`src/first_fit_page_allocator_macros.svh`:
```
// ----------------------------------------------------------------------------
// first_fit_page_allocator_macros
// Assertion macros used by the allocator top-level RTL.
// ----------------------------------------------------------------------------
`ifndef FIRST_FIT_PAGE_ALLOCATOR_MACROS_SVH
`define FIRST_FIT_PAGE_ALLOCATOR_MACROS_SVH

// Consequent must hold in the same cycle as the antecedent.
`define FFPA_ASSERT_NOW(label, clk, rst_n, ante, cons, msg) \
    label: assert property (@(posedge clk) disable iff (!rst_n) (ante) |-> (cons)) \
        else $error(msg);

// Consequent must hold in the cycle after the antecedent.
`define FFPA_ASSERT_NEXT(label, clk, rst_n, ante, cons, msg) \
    label: assert property (@(posedge clk) disable iff (!rst_n) (ante) |=> (cons)) \
        else $error(msg);

`endif

```
`src/ffpa_pkg.sv`:
```
// ----------------------------------------------------------------------------
// ffpa_pkg
// Types and codes shared by the first-fit page allocator modules.
// ----------------------------------------------------------------------------
`default_nettype none

package ffpa_pkg;

    localparam int CFG_IDX_W  = 2;
    localparam int DATA_W     = 32;
    localparam int PB_W       = 17;
    localparam int PIU_W      = 7;
    localparam int DIV_STEPS  = 32;
    localparam int DIV_CNT_W  = 5;
    localparam int REM_W      = PB_W;

    localparam logic [CFG_IDX_W-1:0] CFG_PAGE_BYTES   = 2'd0;
    localparam logic [CFG_IDX_W-1:0] CFG_PAGES_IN_USE = 2'd1;
    localparam logic [CFG_IDX_W-1:0] CFG_POOL_BASE    = 2'd2;

    localparam logic [PB_W-1:0]  PAGE_BYTES_RST   = 17'd4096;
    localparam logic [PIU_W-1:0] PAGES_IN_USE_RST = 7'd64;

    typedef enum logic [1:0] {
        STAT_OK        = 2'd0,
        STAT_NO_SPACE  = 2'd1,
        STAT_ZERO_SIZE = 2'd2,
        STAT_BAD_ADDR  = 2'd3
    } status_t;

    typedef struct packed {
        logic is_free;
        logic linked;
    } page_entry_t;

    typedef enum logic [3:0] {
        OP_NOP,
        OP_CLEAR,
        OP_LOAD,
        OP_DIV,
        OP_EVAL,
        OP_SCAN,
        OP_MARK,
        OP_CHAIN,
        OP_OUT
    } dp_op_t;

    typedef struct packed {
        dp_op_t op;
    } dp_cmd_t;

    typedef struct packed {
        logic clear_last;
        logic zero_req;
        logic div_last;
        logic eval_fail;
        logic is_release;
        logic scan_found;
        logic scan_fail;
        logic mark_last;
        logic chain_last;
        logic out_free;
    } dp_status_t;

    typedef enum logic [2:0] {
        S_CLEAR,
        S_IDLE,
        S_DIV,
        S_EVAL,
        S_SCAN,
        S_MARK,
        S_CHAIN,
        S_DONE
    } ctrl_state_t;

endpackage

`default_nettype wire

```
`src/first_fit_page_allocator.sv`:
```
// Sequence: a zero-size allocate goes straight to the result; other requests run the
//   32-step divider, then an allocate scans the page flags for a free run and marks each
//   granted page, while a free clears its linked chain; a failed check ends at once.
// Throughput: one request in flight; the next is taken the cycle after the result loads.
// Reset: a clearing pass marks every page free; requests
//   stall during it, configuration writes are taken throughout.
// ----------------------------------------------------------------------------
// first_fit_page_allocator
// First-fit contiguous page allocator with linked runs over a page pool.
// ----------------------------------------------------------------------------
`default_nettype none

`include "first_fit_page_allocator_macros.svh"

module first_fit_page_allocator import ffpa_pkg::*; #(
    parameter int MAX_PAGES = 64
) (
    input  wire logic                 clk,
    input  wire logic                 rst_n,
    input  wire logic                 cfg_valid,
    output logic                      cfg_ready,
    input  wire logic [CFG_IDX_W-1:0] cfg_index,
    input  wire logic [DATA_W-1:0]    cfg_data,
    input  wire logic                 in_valid,
    output logic                      in_stall,
    input  wire logic                 mode,
    input  wire logic [DATA_W-1:0]    request_bytes,
    input  wire logic [DATA_W-1:0]    release_address,
    output logic                      out_valid,
    input  wire logic                 out_stall,
    output logic [1:0]                status,
    output logic [DATA_W-1:0]         granted_address
);

    dp_cmd_t    cmd;
    dp_status_t sts;

    assign cfg_ready = 1'b1;

    ffpa_ctrl u_ctrl (
        .clk      (clk),
        .rst_n    (rst_n),
        .in_valid (in_valid),
        .in_stall (in_stall),
        .sts      (sts),
        .cmd      (cmd)
    );

    ffpa_dp #(
        .MAX_PAGES (MAX_PAGES)
    ) u_dp (
        .clk             (clk),
        .rst_n           (rst_n),
        .cfg_valid       (cfg_valid),
        .cfg_index       (cfg_index),
        .cfg_data        (cfg_data),
        .mode            (mode),
        .request_bytes   (request_bytes),
        .release_address (release_address),
        .cmd             (cmd),
        .sts             (sts),
        .out_stall       (out_stall),
        .out_valid       (out_valid),
        .status          (status),
        .granted_address (granted_address)
    );

    `FFPA_ASSERT_NEXT(a_busy_after_request, clk, rst_n, in_valid && !in_stall, in_stall, "request accepted while previous one still in progress")
    `FFPA_ASSERT_NOW(a_grant_only_on_ok, clk, rst_n, out_valid && (status != STAT_OK), granted_address == '0, "nonzero address on a failed or free request")
    `FFPA_ASSERT_NEXT(a_result_loaded, clk, rst_n, cmd.op == OP_OUT, out_valid, "result not presented after load")

endmodule

`default_nettype wire

```
`src/ffpa_ram.sv`:
```
// ----------------------------------------------------------------------------
// ffpa_ram
// Generic simple dual-port RAM, one write and one registered read port.
// ----------------------------------------------------------------------------
`default_nettype none

module ffpa_ram #(
    parameter int WIDTH = 2,
    parameter int DEPTH = 64
) (
    input  wire logic                                      clk,
    input  wire logic                                      we,
    input  wire logic [((DEPTH > 1) ? $clog2(DEPTH) : 1)-1:0] waddr,
    input  wire logic [WIDTH-1:0]                          wdata,
    input  wire logic [((DEPTH > 1) ? $clog2(DEPTH) : 1)-1:0] raddr,
    output logic      [WIDTH-1:0]                          rdata
);

    logic [WIDTH-1:0] mem [DEPTH];

    always_ff @(posedge clk)
    begin
        if (we)
        begin
            mem[waddr] <= wdata;
        end
        rdata <= mem[raddr];
    end

endmodule

`default_nettype wire

```
`src/ffpa_ctrl.sv`:
```
// ----------------------------------------------------------------------------
// ffpa_ctrl
// Request sequencer: clear pass, divide, evaluate, scan/mark or chain free.
// ----------------------------------------------------------------------------
`default_nettype none

module ffpa_ctrl import ffpa_pkg::*; (
    input  wire logic       clk,
    input  wire logic       rst_n,
    input  wire logic       in_valid,
    output logic            in_stall,
    input  wire dp_status_t sts,
    output dp_cmd_t         cmd
);

    ctrl_state_t state_reg;
    ctrl_state_t state_next;

    always_ff @(posedge clk or negedge rst_n)
    begin
        if (!rst_n)
        begin
            state_reg <= S_CLEAR;
        end
        else
        begin
            state_reg <= state_next;
        end
    end

    always_comb
    begin
        state_next = state_reg;
        cmd.op     = OP_NOP;
        in_stall   = 1'b1;
        unique case (state_reg)
            S_CLEAR:
            begin
                cmd.op = OP_CLEAR;
                if (sts.clear_last)
                begin
                    state_next = S_IDLE;
                end
            end
            S_IDLE:
            begin
                in_stall = 1'b0;
                if (in_valid)
                begin
                    cmd.op     = OP_LOAD;
                    state_next = sts.zero_req ? S_DONE : S_DIV;
                end
            end
            S_DIV:
            begin
                cmd.op = OP_DIV;
                if (sts.div_last)
                begin
                    state_next = S_EVAL;
                end
            end
            S_EVAL:
            begin
                cmd.op = OP_EVAL;
                priority if (sts.eval_fail)
                begin
                    state_next = S_DONE;
                end
                else if (sts.is_release)
                begin
                    state_next = S_CHAIN;
                end
                else
                begin
                    state_next = S_SCAN;
                end
            end
            S_SCAN:
            begin
                cmd.op = OP_SCAN;
                priority if (sts.scan_fail)
                begin
                    state_next = S_DONE;
                end
                else if (sts.scan_found)
                begin
                    state_next = S_MARK;
                end
            end
            S_MARK:
            begin
                cmd.op = OP_MARK;
                if (sts.mark_last)
                begin
                    state_next = S_DONE;
                end
            end
            S_CHAIN:
            begin
                cmd.op = OP_CHAIN;
                if (sts.chain_last)
                begin
                    state_next = S_DONE;
                end
            end
            S_DONE:
            begin
                if (sts.out_free)
                begin
                    cmd.op     = OP_OUT;
                    state_next = S_IDLE;
                end
            end
            default:
            begin
                state_next = S_CLEAR;
            end
        endcase
    end

endmodule

`default_nettype wire

```
`src/ffpa_dp.sv`:
```
// ----------------------------------------------------------------------------
// ffpa_dp
// Datapath: config registers, restoring divider, page flag RAM walk, result.
// ----------------------------------------------------------------------------
`default_nettype none

module ffpa_dp import ffpa_pkg::*; #(
    parameter int MAX_PAGES = 64
) (
    input  wire logic                 clk,
    input  wire logic                 rst_n,
    input  wire logic                 cfg_valid,
    input  wire logic [CFG_IDX_W-1:0] cfg_index,
    input  wire logic [DATA_W-1:0]    cfg_data,
    input  wire logic                 mode,
    input  wire logic [DATA_W-1:0]    request_bytes,
    input  wire logic [DATA_W-1:0]    release_address,
    input  wire dp_cmd_t              cmd,
    output dp_status_t                sts,
    input  wire logic                 out_stall,
    output logic                      out_valid,
    output logic [1:0]                status,
    output logic [DATA_W-1:0]         granted_address
);

    localparam int IDX_W = $clog2(MAX_PAGES + 1);
    localparam int AW    = (MAX_PAGES > 1) ? $clog2(MAX_PAGES) : 1;
    localparam int EW    = $bits(page_entry_t);
    localparam int PW    = IDX_W + PB_W;

    // configuration
    logic [PB_W-1:0]   page_bytes_reg;
    logic [PIU_W-1:0]  pages_in_use_reg;
    logic [DATA_W-1:0] pool_base_reg;

    // control-side registers
    logic [IDX_W-1:0]     idx_reg, idx_next;
    logic [DIV_CNT_W-1:0] div_cnt_reg, div_cnt_next;
    logic                 out_valid_reg, out_valid_next;

    // payload registers
    logic                 mode_reg, mode_next;
    logic [DATA_W-1:0]    div_q_reg, div_q_next;
    logic [REM_W-1:0]     div_rem_reg, div_rem_next;
    logic [IDX_W-1:0]     need_reg, need_next;
    logic [IDX_W-1:0]     run_len_reg, run_len_next;
    logic [IDX_W-1:0]     run_start_reg, run_start_next;
    logic [IDX_W-1:0]     base_reg, base_next;
    logic [PW-1:0]        prod_reg;
    status_t              res_status_reg, res_status_next;
    status_t              out_status_reg, out_status_next;
    logic [DATA_W-1:0]    out_granted_reg, out_granted_next;

    logic [PB_W-1:0]   pb_eff;
    logic [IDX_W-1:0]  count_eff;
    logic [REM_W:0]    trial;
    logic [REM_W:0]    pb_ext;
    logic              trial_ge;
    logic              rem_nz;
    logic [DATA_W:0]   need_wide;
    logic              alloc_fail;
    logic              free_fail;
    logic [IDX_W-1:0]  run_len_inc;
    logic              scan_fail;
    logic              scan_found;
    logic              mark_last;
    logic              chain_last;
    logic              clear_last;
    logic              out_free;
    page_entry_t       rd_entry;
    page_entry_t       wr_entry;
    logic              ram_we;
    logic [EW-1:0]     ram_rdata;

    // config write port
    always_ff @(posedge clk or negedge rst_n)
    begin
        if (!rst_n)
        begin
            page_bytes_reg   <= PAGE_BYTES_RST;
            pages_in_use_reg <= PAGES_IN_USE_RST;
            pool_base_reg    <= '0;
        end
        else if (cfg_valid)
        begin
            unique case (cfg_index)
                CFG_PAGE_BYTES:   page_bytes_reg   <= cfg_data[PB_W-1:0];
                CFG_PAGES_IN_USE: pages_in_use_reg <= cfg_data[PIU_W-1:0];
                CFG_POOL_BASE:    pool_base_reg    <= cfg_data;
                default:          ;
            endcase
        end
    end

    assign pb_eff = (page_bytes_reg == '0) ? PB_W'(1) : page_bytes_reg;

    always_comb
    begin
        if (32'(pages_in_use_reg) > 32'(MAX_PAGES))
        begin
            count_eff = IDX_W'(MAX_PAGES);
        end
        else
        begin
            count_eff = IDX_W'(pages_in_use_reg);
        end
    end

    // one restoring divide step
    assign pb_ext   = (REM_W + 1)'(pb_eff);
    assign trial    = {div_rem_reg, div_q_reg[DATA_W-1]};
    assign trial_ge = (trial >= pb_ext);

    assign rem_nz     = (div_rem_reg != '0);
    assign need_wide  = {1'b0, div_q_reg} + (DATA_W + 1)'(rem_nz);
    assign alloc_fail = (need_wide > (DATA_W + 1)'(count_eff));
    assign free_fail  = rem_nz || (div_q_reg >= DATA_W'(count_eff));

    assign rd_entry    = page_entry_t'(ram_rdata);
    assign run_len_inc = run_len_reg + IDX_W'(1);
    assign scan_fail   = (idx_reg >= count_eff);
    assign scan_found  = !scan_fail && rd_entry.is_free && (run_len_inc == need_reg);
    assign mark_last   = (run_len_inc == need_reg);
    assign clear_last  = (idx_reg == IDX_W'(MAX_PAGES - 1));
    assign chain_last  = !rd_entry.linked || clear_last;
    assign out_free    = !out_valid_reg || !out_stall;

    assign sts.clear_last = clear_last;
    assign sts.zero_req   = !mode && (request_bytes == '0);
    assign sts.div_last   = (div_cnt_reg == DIV_CNT_W'(DIV_STEPS - 1));
    assign sts.eval_fail  = mode_reg ? free_fail : alloc_fail;
    assign sts.is_release = mode_reg;
    assign sts.scan_found = scan_found;
    assign sts.scan_fail  = scan_fail;
    assign sts.mark_last  = mark_last;
    assign sts.chain_last = chain_last;
    assign sts.out_free   = out_free;

    always_comb
    begin
        idx_next         = idx_reg;
        div_cnt_next     = div_cnt_reg;
        out_valid_next   = out_valid_reg;
        mode_next        = mode_reg;
        div_q_next       = div_q_reg;
        div_rem_next     = div_rem_reg;
        need_next        = need_reg;
        run_len_next     = run_len_reg;
        run_start_next   = run_start_reg;
        base_next        = base_reg;
        res_status_next  = res_status_reg;
        out_status_next  = out_status_reg;
        out_granted_next = out_granted_reg;
        ram_we           = 1'b0;
        wr_entry         = '{is_free: 1'b1, linked: 1'b0};

        if (out_valid_reg && !out_stall)
        begin
            out_valid_next = 1'b0;
        end

        unique case (cmd.op)
            OP_CLEAR:
            begin
                ram_we   = 1'b1;
                idx_next = clear_last ? '0 : idx_reg + IDX_W'(1);
            end
            OP_LOAD:
            begin
                mode_next    = mode;
                div_cnt_next = '0;
                div_rem_next = '0;
                div_q_next   = mode ? (release_address - pool_base_reg) : request_bytes;
                res_status_next = (!mode && (request_bytes == '0)) ? STAT_ZERO_SIZE
                                                                   : STAT_OK;
            end
            OP_DIV:
            begin
                div_cnt_next = div_cnt_reg + DIV_CNT_W'(1);
                div_q_next   = {div_q_reg[DATA_W-2:0], trial_ge};
                div_rem_next = trial_ge ? REM_W'(trial - pb_ext) : trial[REM_W-1:0];
            end
            OP_EVAL:
            begin
                need_next      = need_wide[IDX_W-1:0];
                run_len_next   = '0;
                run_start_next = '0;
                idx_next       = mode_reg ? div_q_reg[IDX_W-1:0] : '0;
                if (mode_reg ? free_fail : alloc_fail)
                begin
                    res_status_next = mode_reg ? STAT_BAD_ADDR : STAT_NO_SPACE;
                end
            end
            OP_SCAN:
            begin
                priority if (scan_fail)
                begin
                    res_status_next = STAT_NO_SPACE;
                end
                else if (scan_found)
                begin
                    base_next    = run_start_reg;
                    idx_next     = run_start_reg;
                    run_len_next = '0;
                end
                else if (rd_entry.is_free)
                begin
                    run_len_next = run_len_inc;
                    idx_next     = idx_reg + IDX_W'(1);
                end
                else
                begin
                    run_len_next   = '0;
                    run_start_next = idx_reg + IDX_W'(1);
                    idx_next       = idx_reg + IDX_W'(1);
                end
            end
            OP_MARK:
            begin
                ram_we       = 1'b1;
                wr_entry     = '{is_free: 1'b0, linked: !mark_last};
                run_len_next = run_len_inc;
                idx_next     = idx_reg + IDX_W'(1);
            end
            OP_CHAIN:
            begin
                ram_we   = 1'b1;
                idx_next = idx_reg + IDX_W'(1);
            end
            OP_OUT:
            begin
                out_valid_next  = 1'b1;
                out_status_next = res_status_reg;
                if ((res_status_reg == STAT_OK) && !mode_reg)
                begin
                    out_granted_next = pool_base_reg + DATA_W'(prod_reg);
                end
                else
                begin
                    out_granted_next = '0;
                end
            end
            default:
            begin
            end
        endcase
    end

    always_ff @(posedge clk or negedge rst_n)
    begin
        if (!rst_n)
        begin
            idx_reg       <= '0;
            div_cnt_reg   <= '0;
            out_valid_reg <= 1'b0;
        end
        else
        begin
            idx_reg       <= idx_next;
            div_cnt_reg   <= div_cnt_next;
            out_valid_reg <= out_valid_next;
        end
    end

    always_ff @(posedge clk)
    begin
        mode_reg        <= mode_next;
        div_q_reg       <= div_q_next;
        div_rem_reg     <= div_rem_next;
        need_reg        <= need_next;
        run_len_reg     <= run_len_next;
        run_start_reg   <= run_start_next;
        base_reg        <= base_next;
        prod_reg        <= {{PB_W{1'b0}}, base_reg} * {{IDX_W{1'b0}}, pb_eff};
        res_status_reg  <= res_status_next;
        out_status_reg  <= out_status_next;
        out_granted_reg <= out_granted_next;
    end

    // read address is idx_next so the registered rdata lines up with idx_reg
    ffpa_ram #(
        .WIDTH (EW),
        .DEPTH (MAX_PAGES)
    ) u_flags (
        .clk   (clk),
        .we    (ram_we),
        .waddr (idx_reg[AW-1:0]),
        .wdata (wr_entry),
        .raddr (idx_next[AW-1:0]),
        .rdata (ram_rdata)
    );

    assign out_valid       = out_valid_reg;
    assign status          = out_status_reg;
    assign granted_address = out_granted_reg;

endmodule

`default_nettype wire

```
`config.mk`:
```
export PLATFORM = sky130hd
export DESIGN_NAME = first_fit_page_allocator
export DESIGN_NICKNAME = d
export VERILOG_FILES = /design/src/ffpa_pkg.sv /design/src/first_fit_page_allocator.sv /design/src/ffpa_ram.sv /design/src/ffpa_ctrl.sv /design/src/ffpa_dp.sv
export VERILOG_INCLUDE_DIRS = /design/src /design/src/src
export SDC_FILE = /design/constraint.sdc
export NUM_CORES = 1
export LEC_CHECK = 0
export ABC_CLOCK_PERIOD_IN_PS = 7100
export BUFFER_PORTS_ARGS = -buffer_cell sky130_fd_sc_hd__buf_2
export CAP_MARGIN = 0
export CORE_ASPECT_RATIO = 1.2
export CORE_MARGIN = 1.5
export CORE_UTILIZATION = 45
export DETAILED_ROUTE_END_ITERATION = 16
export SLEW_MARGIN = 20
export SYNTH_ARGS = -nofsm -noshare
export SYNTH_HDL_FRONTEND = slang
export SYNTH_SLANG_ARGS = --single-unit
export TNS_END_PERCENT = 1
```
`constraint.sdc`:
```
create_clock -name clk -period 7.1 [get_ports clk]
set_clock_uncertainty 0.05 [all_clocks]
set_input_delay 1.065 -clock clk [delete_from_list [all_inputs] [get_ports clk]]
set_output_delay 1.065 -clock clk [all_outputs]
set_load 0.03 [all_outputs]
```
Word-level counts from Yosys, hierarchy flattened --
Memories as Yosys holds them, arrays and structs flattened. A register that Yosys moved wholly into a read port is not among the register bits. Cells that the tools add are included. W data, S select, Z words.
Storage, ports and cells: flip-flop bits (word level) 210, bits in writable memories 128, bits of input ports 104, output and inout bits 37, logic and storage cells 152, memories kept 1
Memory list:
- u_dp.u_flags.mem | words 64, bits a word 2, rd ports 1, clocked after memory_dff 1, wr ports 1, RTL line ffpa_ram.sv:19 | logic [WIDTH-1:0] mem [DEPTH];
Cells by class: add/sub/neg operators 7, multipliers 1, magnitude comparators 5, equal/unequal tests 32, multiplexer cells 48, bitwise logic cells 1, reductions and logical operators 38
Operator list (count):
- $mux W7 | 11
- $pmux W32 S2 | 1
- $mux W17 | 2
- $pmux W17 S2 | 1
- $add A32 B1 Y33 | 1
- $gt A33 B7 Y1 | 1
- $add A32 B24 Y32 | 1
- $ge A32 B7 Y1 | 1
- $logic_not A32 Y1 | 1
- $mux W32 | 1
- $pmux W4 S8 | 1
- $sub A32 B32 Y32 | 1
- $mux W3 | 10
- $pmux W7 S4 | 1
- $mul A7 B17 Y24 | 1
- $pmux W3 S8 | 1
- $pmux W7 S3 | 1
- $ge A18 B17 Y1 | 1
- $logic_not A17 Y1 | 1
- $reduce_bool A17 Y1 | 1
- $sub A17 B17 Y17 | 1
- $eq A4 B3 Y1 const B | 4
- $add A7 B1 Y7 const B | 2
- $mux W2 | 7
- 37 further kinds | 78

Depth between registers and ports, before layout --
Gate-level depths: netlist of the first run.
depth in word-level cells 9, mapped depth 24, depth with buffers taken out 24

Modules after synthesis --
A second synthesis of the first run with hierarchy kept.
Second synthesis, totals: cells, all modules 2148, area total of the unflattened synthesis 22744.3 µm²
Modules (own cells, without submodules):
- ffpa_dp | instances 1, cells each 1788, area each 17040.1 µm², sequential area each 5632.9 µm²
- ffpa_ram | instances 1, cells each 324, area each 5397.7 µm², sequential area each 3883.7 µm²
- ffpa_ctrl | instances 1, cells each 34, area each 295.3 µm², sequential area each 75.1 µm²
- first_fit_page_allocator | instances 1, cells each 2, area each 11.3 µm², sequential area each 0.0 µm²

Worst setup path before layout of the first run --
No wires, ideal clock.
path type flip-flop to flip-flop, start point register u_dp.page_bytes_reg[10], end point register u_dp.prod_reg[22], library setup time 132 ps, arrival 5612 ps, data required time 6918 ps, setup slack 1306 ps, cell stages (with the launch flop) 23, path buffers 0, clock period less this slack 5794 ps, cell sequence dfrtp_1 nor4_1 nand2_1 nor4_1 a41o_1 nand2_1 fa_1 fa_1 inv_1 fa_1 fa_1 ha_1 inv_1 o21bai_1 a21oi_1 o21ai_0 a211oi_1 nor2_1 o41a_1 nand4_1 nand4_1 nand4_1 or3b_2
On the way: cells in the longest elaborated chain, start to end 3
RTL lines:
- from (decl) | RTL line ffpa_dp.sv:32 | logic [PB_W-1:0] page_bytes_reg;
- from (signal assigned) | RTL line ffpa_dp.sv:87 | CFG_PAGE_BYTES: page_bytes_reg <= cfg_data[PB_W-1:0];
- $logic_not A17 Y1 | RTL line ffpa_dp.sv:95 | assign pb_eff = (page_bytes_reg == '0) ? PB_W'(1) : page_bytes_reg;
- $mux W17 * | RTL line ffpa_dp.sv:95
- $mul A7 B17 Y24 * | RTL line ffpa_dp.sv:274 | prod_reg <= {{PB_W{1'b0}}, base_reg} * {{IDX_W{1'b0}}, pb_eff};
- to (signal assigned) | RTL line ffpa_dp.sv:274
- to (decl) | RTL line ffpa_dp.sv:49 | logic [PW-1:0] prod_reg;
Mark *: on every way between the ends. The rest lies on a longest branch, timed or not. A chain may end at the register's enable or synchronous reset.

Worst setup path in the final report of the first run --
start point register u_dp.page_bytes_reg[6], end point register u_dp.prod_reg[22]
Same word-level chain as after synthesis.

==> impl_metrics.py, run 1 <==
metrics = {
    "outcome": {
        "status": "complete, no violations",
    },
    "layout": {
        "largest-register": "u_dp.u_flags.mem",
        "area_growth_pct": 12.3,
        "layout-drive-gt1-share_pct": 13.2,
        "seqCellArea_mm2": 0.00959,
        "largest_register_ff_count": 128,
        "fillerInstances": 4491,
        "finalNetCount": 2629,
        "multiInputGateArea_mm2": 0.0122,
    },
    "worst_hold_path": {
        "hold_class": "input port to async pin",
    },
    "drt": {
        "drt_wl_total_um": 61000,
        "firstDrtPassIters": 5,
        "post_drt_wl_per_cell_um": 20.5,
        "drt_iter0_drc": 1049,
        "vias_per_cell": 5.68,
        "vias": 16900,
        "drcViolationCount": 0,
        "detail-route-antenna-nets": 0,
    },
    "pwr": {
        "power_leakage_nw": 10.7,
        "p_sw_share_pct": 42.3,
        "pwr-share-comb_pct": 52.1,
        "p_seq_share_pct": 28.2,
        "internal_power_mw": 6.57,
        "p_clk_share_pct": 19.7,
        "peakVddDrop_mv": 0.329,
        "power_density_mw_per_mm2": 448,
        "p_sw_mw": 4.81,
    },
    "clock_tree": {
        "cts-resized-gates": 0,
        "cts_root_buf": "clkbuf_16",
        "cts_buffers": 40,
        "cts_htree_levels": 2,
        "post_cts_buffers": 0,
        "cts_tree": "yes",
        "ctsHoldBuffers": 0,
        "worstSkewPairLatency_ns": 0.57,
        "cts_max_path_buffers": 3,
        "cts_num_sinks": 340,
        "clk_pin_slew_ns": 0.06,
    },
    "global_route": {
        "grt_pass1_vias": 17000,
        "grt-ovfl-total": 0,
        "grt_antenna_before_repair": 2,
        "grt_use_total_pct": 23.7,
        "grt_max_degree": 65,
        "grt_pass1_wl_um": 96000,
    },
    "placement": {
        "place_congestion": 0.927,
        "io_buffers": 139,
        "dp_hpwl_um": 46200,
        "dp_slack_ns": 0.507,
    },
    "floorplanning": {
        "coreArea_mm2": 0.0494,
        "ios": 141,
        "die_x_um": 208,
        "dieArea_mm2": 0.0517,
        "rows": 89,
        "die_h_um": 249,
        "start_util_pct": 45.8,
    },
    "timing": {
        "fmax_ghz": 0.151,
        "rsz0062_at_grt": "false",
        "fin_ws_ns": 0.496,
        "whs_ns": 0.327,
        "slew_headroom_pct": 24.6,
        "finalSetupTns_ns": 0,
        "setup_viol": 0,
        "period_minus_slack_ns": 6.60,
        "finalMaxSlewViolations": 0,
        "period_share_pct": 93.0,
        "worst_pin_slew_ns": 1.13,
        "hold_viol": 0,
    },
    "synthesis": {
        "synth_nets": 2503,
        "synthCells": 2181,
        "yosysTopAreaCell": "edfxtp_1",
        "synth_area_mm2": 0.0226,
        "ys_seq_area_share_pct": 42.4,
        "ys_types": 82,
        "ys_top_cells_by_area": "edfxtp_1 (32%), ha_1 (7.8%), dfrtp_1 (7.7%)",
        "synthArstFlopShare_pct": 21.2,
        "synth-seq-cells": 340,
        "synth_edf_count": 242,
        "yosys_warnings": 0,
        "ys.flop_type": "edfxtp_1",
        "synth_top_area_share_pct": 32.1,
        "synth.avg_cell_area_um2": 10.4,
    },
    "flow_run": {
        "maxCapViolations": 0,
    },
    "setup_path": {
        "path_max_fanout": 9,
        "cp-end-kind": "flop",
        "required_ns": 7.48,
        "worst_ep_arrival_time_ns": 6.98,
        "path_class": "flop to flop",
        "start_kind": "flop",
    },
}
cell usage in the layout, fill, tap and decap left out, types with 9 or more instances in the layout:
cell,Yosys,final
dfrtp_1,70,70
a21boi_0,19,19
o21ai_0,99,99
or3_1,17,17
nand4_1,29,29
nor2b_1,20,20
o21a_1,13,13
mux2_2,60,60
and3_1,19,19
nand2_1,167,167
nor3_1,34,33
xnor2_1,61,61
clkbuf_16,0,42
nand3_1,52,51
buf_2,8,138
a311oi_1,9,9
and2_1,109,109
dfxtp_1,26,26
nor2_1,209,209
edfxtp_1,242,242
a21oi_1,92,91
clkbuf_1,57,11
o21bai_1,12,12
nor4_1,30,30
a31oi_1,14,14
mux2i_1,81,81
buf_4,2,21
xor2_1,40,40
nand2b_1,10,10
inv_1,156,155
fa_1,77,77
o31ai_1,19,19
a21o_1,28,28
ha_1,141,141
a211oi_1,36,36
worst paths after layout:
kind                                           to  cells after the start                   start  slack (ns)
max in group asynchronous     u_ctrl.state_reg[2]                      2                   rst_n        5.57
setup reg to reg                u_dp.prod_reg[22]                     22  u_dp.page_bytes_reg[6]        0.50
hold / removal             u_dp.pool_base_reg[19]                      1                   rst_n        0.33
hold reg to reg                    u_dp.status[0]                      0  u_dp.res_status_reg[0]        0.43
setup / recovery                u_dp.prod_reg[22]                     22  u_dp.page_bytes_reg[6]        0.50
min in group clk                   u_dp.status[0]                      0  u_dp.res_status_reg[0]        0.43
final cells by class:
class / count / area share (%)
multi-input cells: 1608 / 47.9
diodes: 1 / 0.00984
clock buffers: 55 / 4.40
flip-flops and latches: 340 / 37.7
repair buffers: 159 / 3.34
clock inverters: 19 / 1.21
inverters: 158 / 2.34
well taps: 637 / 3.13
power groups by stage:
stage / Sequential (mW) / Clock [mW] / Combinational, mW
after floorplan: 3.18 / 0 / 4.41
after global placement: 3.23 / 0 / 5.83
after detailed placement: 3.24 / 0 / 5.93
after CTS: 3.21 / 2.29 / 5.96
after global routing: 3.26 / 2.36 / 6.58
final: 3.21 / 2.25 / 5.93
Yosys cell counts (all sizes together), types with 6 or more instances:
cell and number:
nor3 36, a211oi 36, fa 77, a41oi 6, nand4 29, inv 157, xnor2 61, or3 17
a21boi 20, o221a 8, nand2b 10, dfrtp 70, xor2 40, a31oi 14, a21oi 93, o21ai 102
mux2i 81, and2 109, o31ai 20, dfxtp 26, ha 141, nand3 52, edfxtp 242, a311oi 9
and3 21, nor3b 9, o211a 8, a21o 28, nand2 167, buf 18, nor2 210, clkbuf 57
nor2b 20, o21bai 12, nor4 30, o21a 13, o32a 8, mux2 60
stage by stage:
stage | total power, mW | instances | instance area [um^2] | util [%]
after floorplan | 7.59 | 2181 | 22600 | -
after global placement | 9.06 | 2902 | 24000 | 48.5
after detailed placement | 9.17 | 2902 | 24000 | 48.5
after CTS | 11.5 | 2976 | 25400 | 51.4
after global routing | 12.2 | 2977 | 25400 | 51.4
final | 11.4 | 2977 | 25400 | 51.4
cells by family (layout without fill, tap and decap cells):
| group | after synthesis | in the layout | synth area share, % |
|---|---|---|---|
| other | 1 | 2 | 0.0166 |
| adders and majority gates | 218 | 218 | 14.6 |
| AOI/OAI and AO/OA | 414 | 414 | 12.2 |
| muxes | 141 | 141 | 6.57 |
| DFF | 340 | 340 | 42.4 |
| xor gates and xnor gates | 106 | 106 | 4.42 |
| and+or+nand+nor | 728 | 728 | 15.8 |
| buffers and inverters | 233 | 391 | 4.01 |
metal layers:
| metal | vias up | GRT usage (%) | part of all wire (%) | wire (um) |
|---|---|---|---|---|
| met4 | 2 | 6.61 | 2.6 | 1590 |
| li1 | 8091 | - | - | - |
| met5 | - | 0 | 0.025 | 15 |
| met2 | 427 | 43.6 | 52 | 31500 |
| met1 | 8300 | 28.7 | 41 | 25200 |
| met3 | 96 | 3.32 | 4.3 | 2600 |
worst max-delay path, cell delays in order, from the launching register on:
cell and delay (ns):
dfrtp_1 0.47, nor4_1 0.33, nand2_1 0.11, nor4_1 0.20, a41o_1 0.38, nand2_1 0.12
fa_1 0.54, fa_1 0.55, inv_1 0.06, fa_1 0.50, fa_1 0.49, ha_1 0.36
inv_1 0.08, o21bai_1 0.07, a21oi_1 0.23, o21ai_0 0.27, a211oi_1 0.37, nor2_1 0.11
o41a_1 0.34, nand4_1 0.13, nand4_1 0.15, nand4_1 0.13, or3b_2 0.44
Power figures use the tool's default switching activity.
==> inputs of run 2 (changes only) <==
PLACE_DENSITY = 0.68   (was unset)
SETUP_SLACK_MARGIN = 0.02   (was unset)
==> run 2 against run 1 <==
- sequential power about the same
- first-iteration DRC count stayed put
- combinational power barely moved
- sequential share of layout area rose by 0.24 points
- maximum frequency fell by 1.1%
- non-clock buffer count decreased by 1
- critical endpoint unchanged
- highest routed layer is now met4
==> impl_metrics.py, run 2 (synthesis gave the netlist of run 1 again) <==
metrics = {
    "setup_path": {
        "path_max_fanout": 9,
        "worstPathCellList": "nor4_1 -> nand2_1 -> nor4_1 -> a41o_2 -> nand2_1 -> fa_1 -> fa_1 -> inv_1 -> fa_1 -> fa_1 -> ha_1 -> inv_1 -> o21bai_1 -> a21oi_1 -> o21ai_0 -> a211oi_1 -> nor2_1 -> o41a_1 -> nand4_1 -> nand4_1 -> nand4_1 -> or3b_2",
        "start_kind": "flop",
        "r2r-end": "u_dp.prod_reg[22]",
        "required_ns": 7.48,
        "slowest_stage": "fa_1",
        "critical_path_depth": 22,
        "cpPeakStageDelay_ns": 0.55,
        "rr_worst_depth": 22,
        "cp_top_family": "adder cells",
        "critPathCapture": "u_dp.prod_reg[22]",
        "path_buf_inv": 2,
        "startpoint": "u_dp.page_bytes_reg[6]",
        "rr_startpoint": "u_dp.page_bytes_reg[6]",
        "r2r_slack_ns": 0.43,
        "path_class": "flop to flop",
        "cp_common_cell": "fa_1",
        "worst_ep_arrival_time_ns": 7.06,
        "cp-end-kind": "flop",
    },
    "drt": {
        "post_drt_wl_per_cell_um": 20.2,
        "drt_iter0_drc": 1049,
        "firstDrtPassIters": 5,
        "vias": 17000,
        "detail-route-antenna-nets": 0,
        "drt_wl_total_um": 60100,
        "vias_per_cell": 5.71,
        "drcViolationCount": 0,
    },
    "clock_tree": {
        "cts-resized-gates": 0,
        "cts_htree_levels": 2,
        "cts_num_sinks": 340,
        "cts_root_buf": "clkbuf_16",
        "cts_buffers": 39,
        "clk_pin_slew_ns": 0.06,
        "worstSkewPairLatency_ns": 0.58,
        "cts_tree": "yes",
        "ctsHoldBuffers": 0,
        "post_cts_buffers": 0,
        "cts_max_path_buffers": 3,
    },
    "layout": {
        "layout_commonest_cell": "edfxtp_1",
        "largest-register": "u_dp.u_flags.mem",
        "largest_register_ff_count": 128,
        "finalNetCount": 2627,
        "stdcell_area_mm2": 0.0253,
        "antenna_cells": 0,
        "post-route-util_pct": 51.1,
        "fillerInstances": 4454,
        "layout-drive-gt1-share_pct": 13.1,
        "stdcell_count": 2971,
        "mostFrequentLayoutCells": "edfxtp_1 (242), nor2_1 (209), nand2_1 (167)",
        "area_growth_pct": 11.6,
    },
    "timing": {
        "worst_pin_slew_ns": 1.11,
        "slew_headroom_pct": 25.5,
        "finalMaxSlewViolations": 0,
        "period_minus_slack_ns": 6.67,
        "whs_ns": 0.382,
        "setup_viol": 0,
        "period_share_pct": 94.0,
        "fmax_ghz": 0.150,
        "finalSetupTns_ns": 0,
        "fin_ws_ns": 0.426,
        "hold_viol": 0,
        "rsz0062_at_grt": "false",
    },
    "global_route": {
        "grt_max_degree": 65,
        "grt_antenna_before_repair": 0,
        "grt_pass1_vias": 17000,
        "grt-ovfl-total": 0,
        "grt_pass1_wl_um": 93600,
        "grt_use_total_pct": 23.0,
    },
    "placement": {
        "dp_hpwl_um": 45600,
        "place_congestion": 1.00,
        "dp.cells": 2901,
        "dpl_cell_area_mm2": 0.0240,
        "dp_slack_ns": 0.316,
        "io_buffers": 139,
    },
    "floorplanning": {
        "ios": 141,
        "coreArea_mm2": 0.0494,
        "start_util_pct": 45.8,
        "dieArea_mm2": 0.0517,
        "die_x_um": 208,
        "die_h_um": 249,
        "rows": 89,
    },
    "outcome": {
        "status": "complete, no violations",
    },
    "worst_hold_path": {
        "hold_class": "input port to async pin",
    },
    "pwr": {
        "power_leakage_nw": 10.6,
        "power_density_mw_per_mm2": 441,
        "power_mw": 11.1,
        "peakVddDrop_mv": 0.319,
    },
    "flow_run": {
        "maxCapViolations": 0,
    },
}
==> run 2: cell types whose count changed in the layout (fill, tap and decap cells not counted), sizes merged <==
| cell | before | now |
|---|---|---|
| inv | 156 | 158 |
| buf | 159 | 158 |
| clkinv | 11 | 10 |
| clkbuf | 55 | 54 |
| bufinv | 8 | 3 |
| diode | 1 | 0 |
| clkinvlp | 2 | 3 |
==> run 2: cell type report <==
cell class                      count  area [um^2]  area share, %
Multi-Input combinational cell   1608        12200           48.2
Sequential cell                   340         9590           38.0
Clock buffer                       54         1090           4.33
Timing Repair Buffer              158          841           3.33
Tap cell                          637          797           3.15
Inverter                          158          594           2.35
Clock inverter                     16          176          0.698
==> run 2: worst min path at each step <==
| stage | start | end | slack, ns | depth (start not counted) |
|---|---|---|---|---|
| after floorplan | u_dp.run_start_reg[1] | u_dp.base_reg[1] | 0.37 | 0 |
| after global placement | u_dp.run_start_reg[5] | u_dp.base_reg[5] | 0.41 | 0 |
| after detailed placement | u_dp.run_start_reg[5] | u_dp.base_reg[5] | 0.39 | 0 |
| after CTS | rst_n | u_dp.pool_base_reg[5] | 0.36 | 1 |
| after global routing | rst_n | u_dp.pool_base_reg[5] | 0.38 | 1 |
| final | rst_n | u_dp.page_bytes_reg[3] | 0.38 | 1 |
==> run 2: metal layers <==
| layer | global-route usage (%) | vias to the layer above | part of all wire (%) |
|---|---|---|---|
| met5 | 0 | - | 0 |
| li1 | - | 8082 | - |
| met2 | 40.2 | 522 | 49 |
| met1 | 28.0 | 8220 | 41 |
| met3 | 3.10 | 146 | 4.5 |
| met4 | 11.2 | 0 | 5.2 |
==> run 2: where the power goes <==
| part | total [mW] | internal, mW | switching [mW] |
|---|---|---|---|
| registers | 3.21 | 2.79 | 0.426 |
| logic | 5.91 | 2.40 | 3.52 |
| clock network | 2.02 | 1.19 | 0.831 |
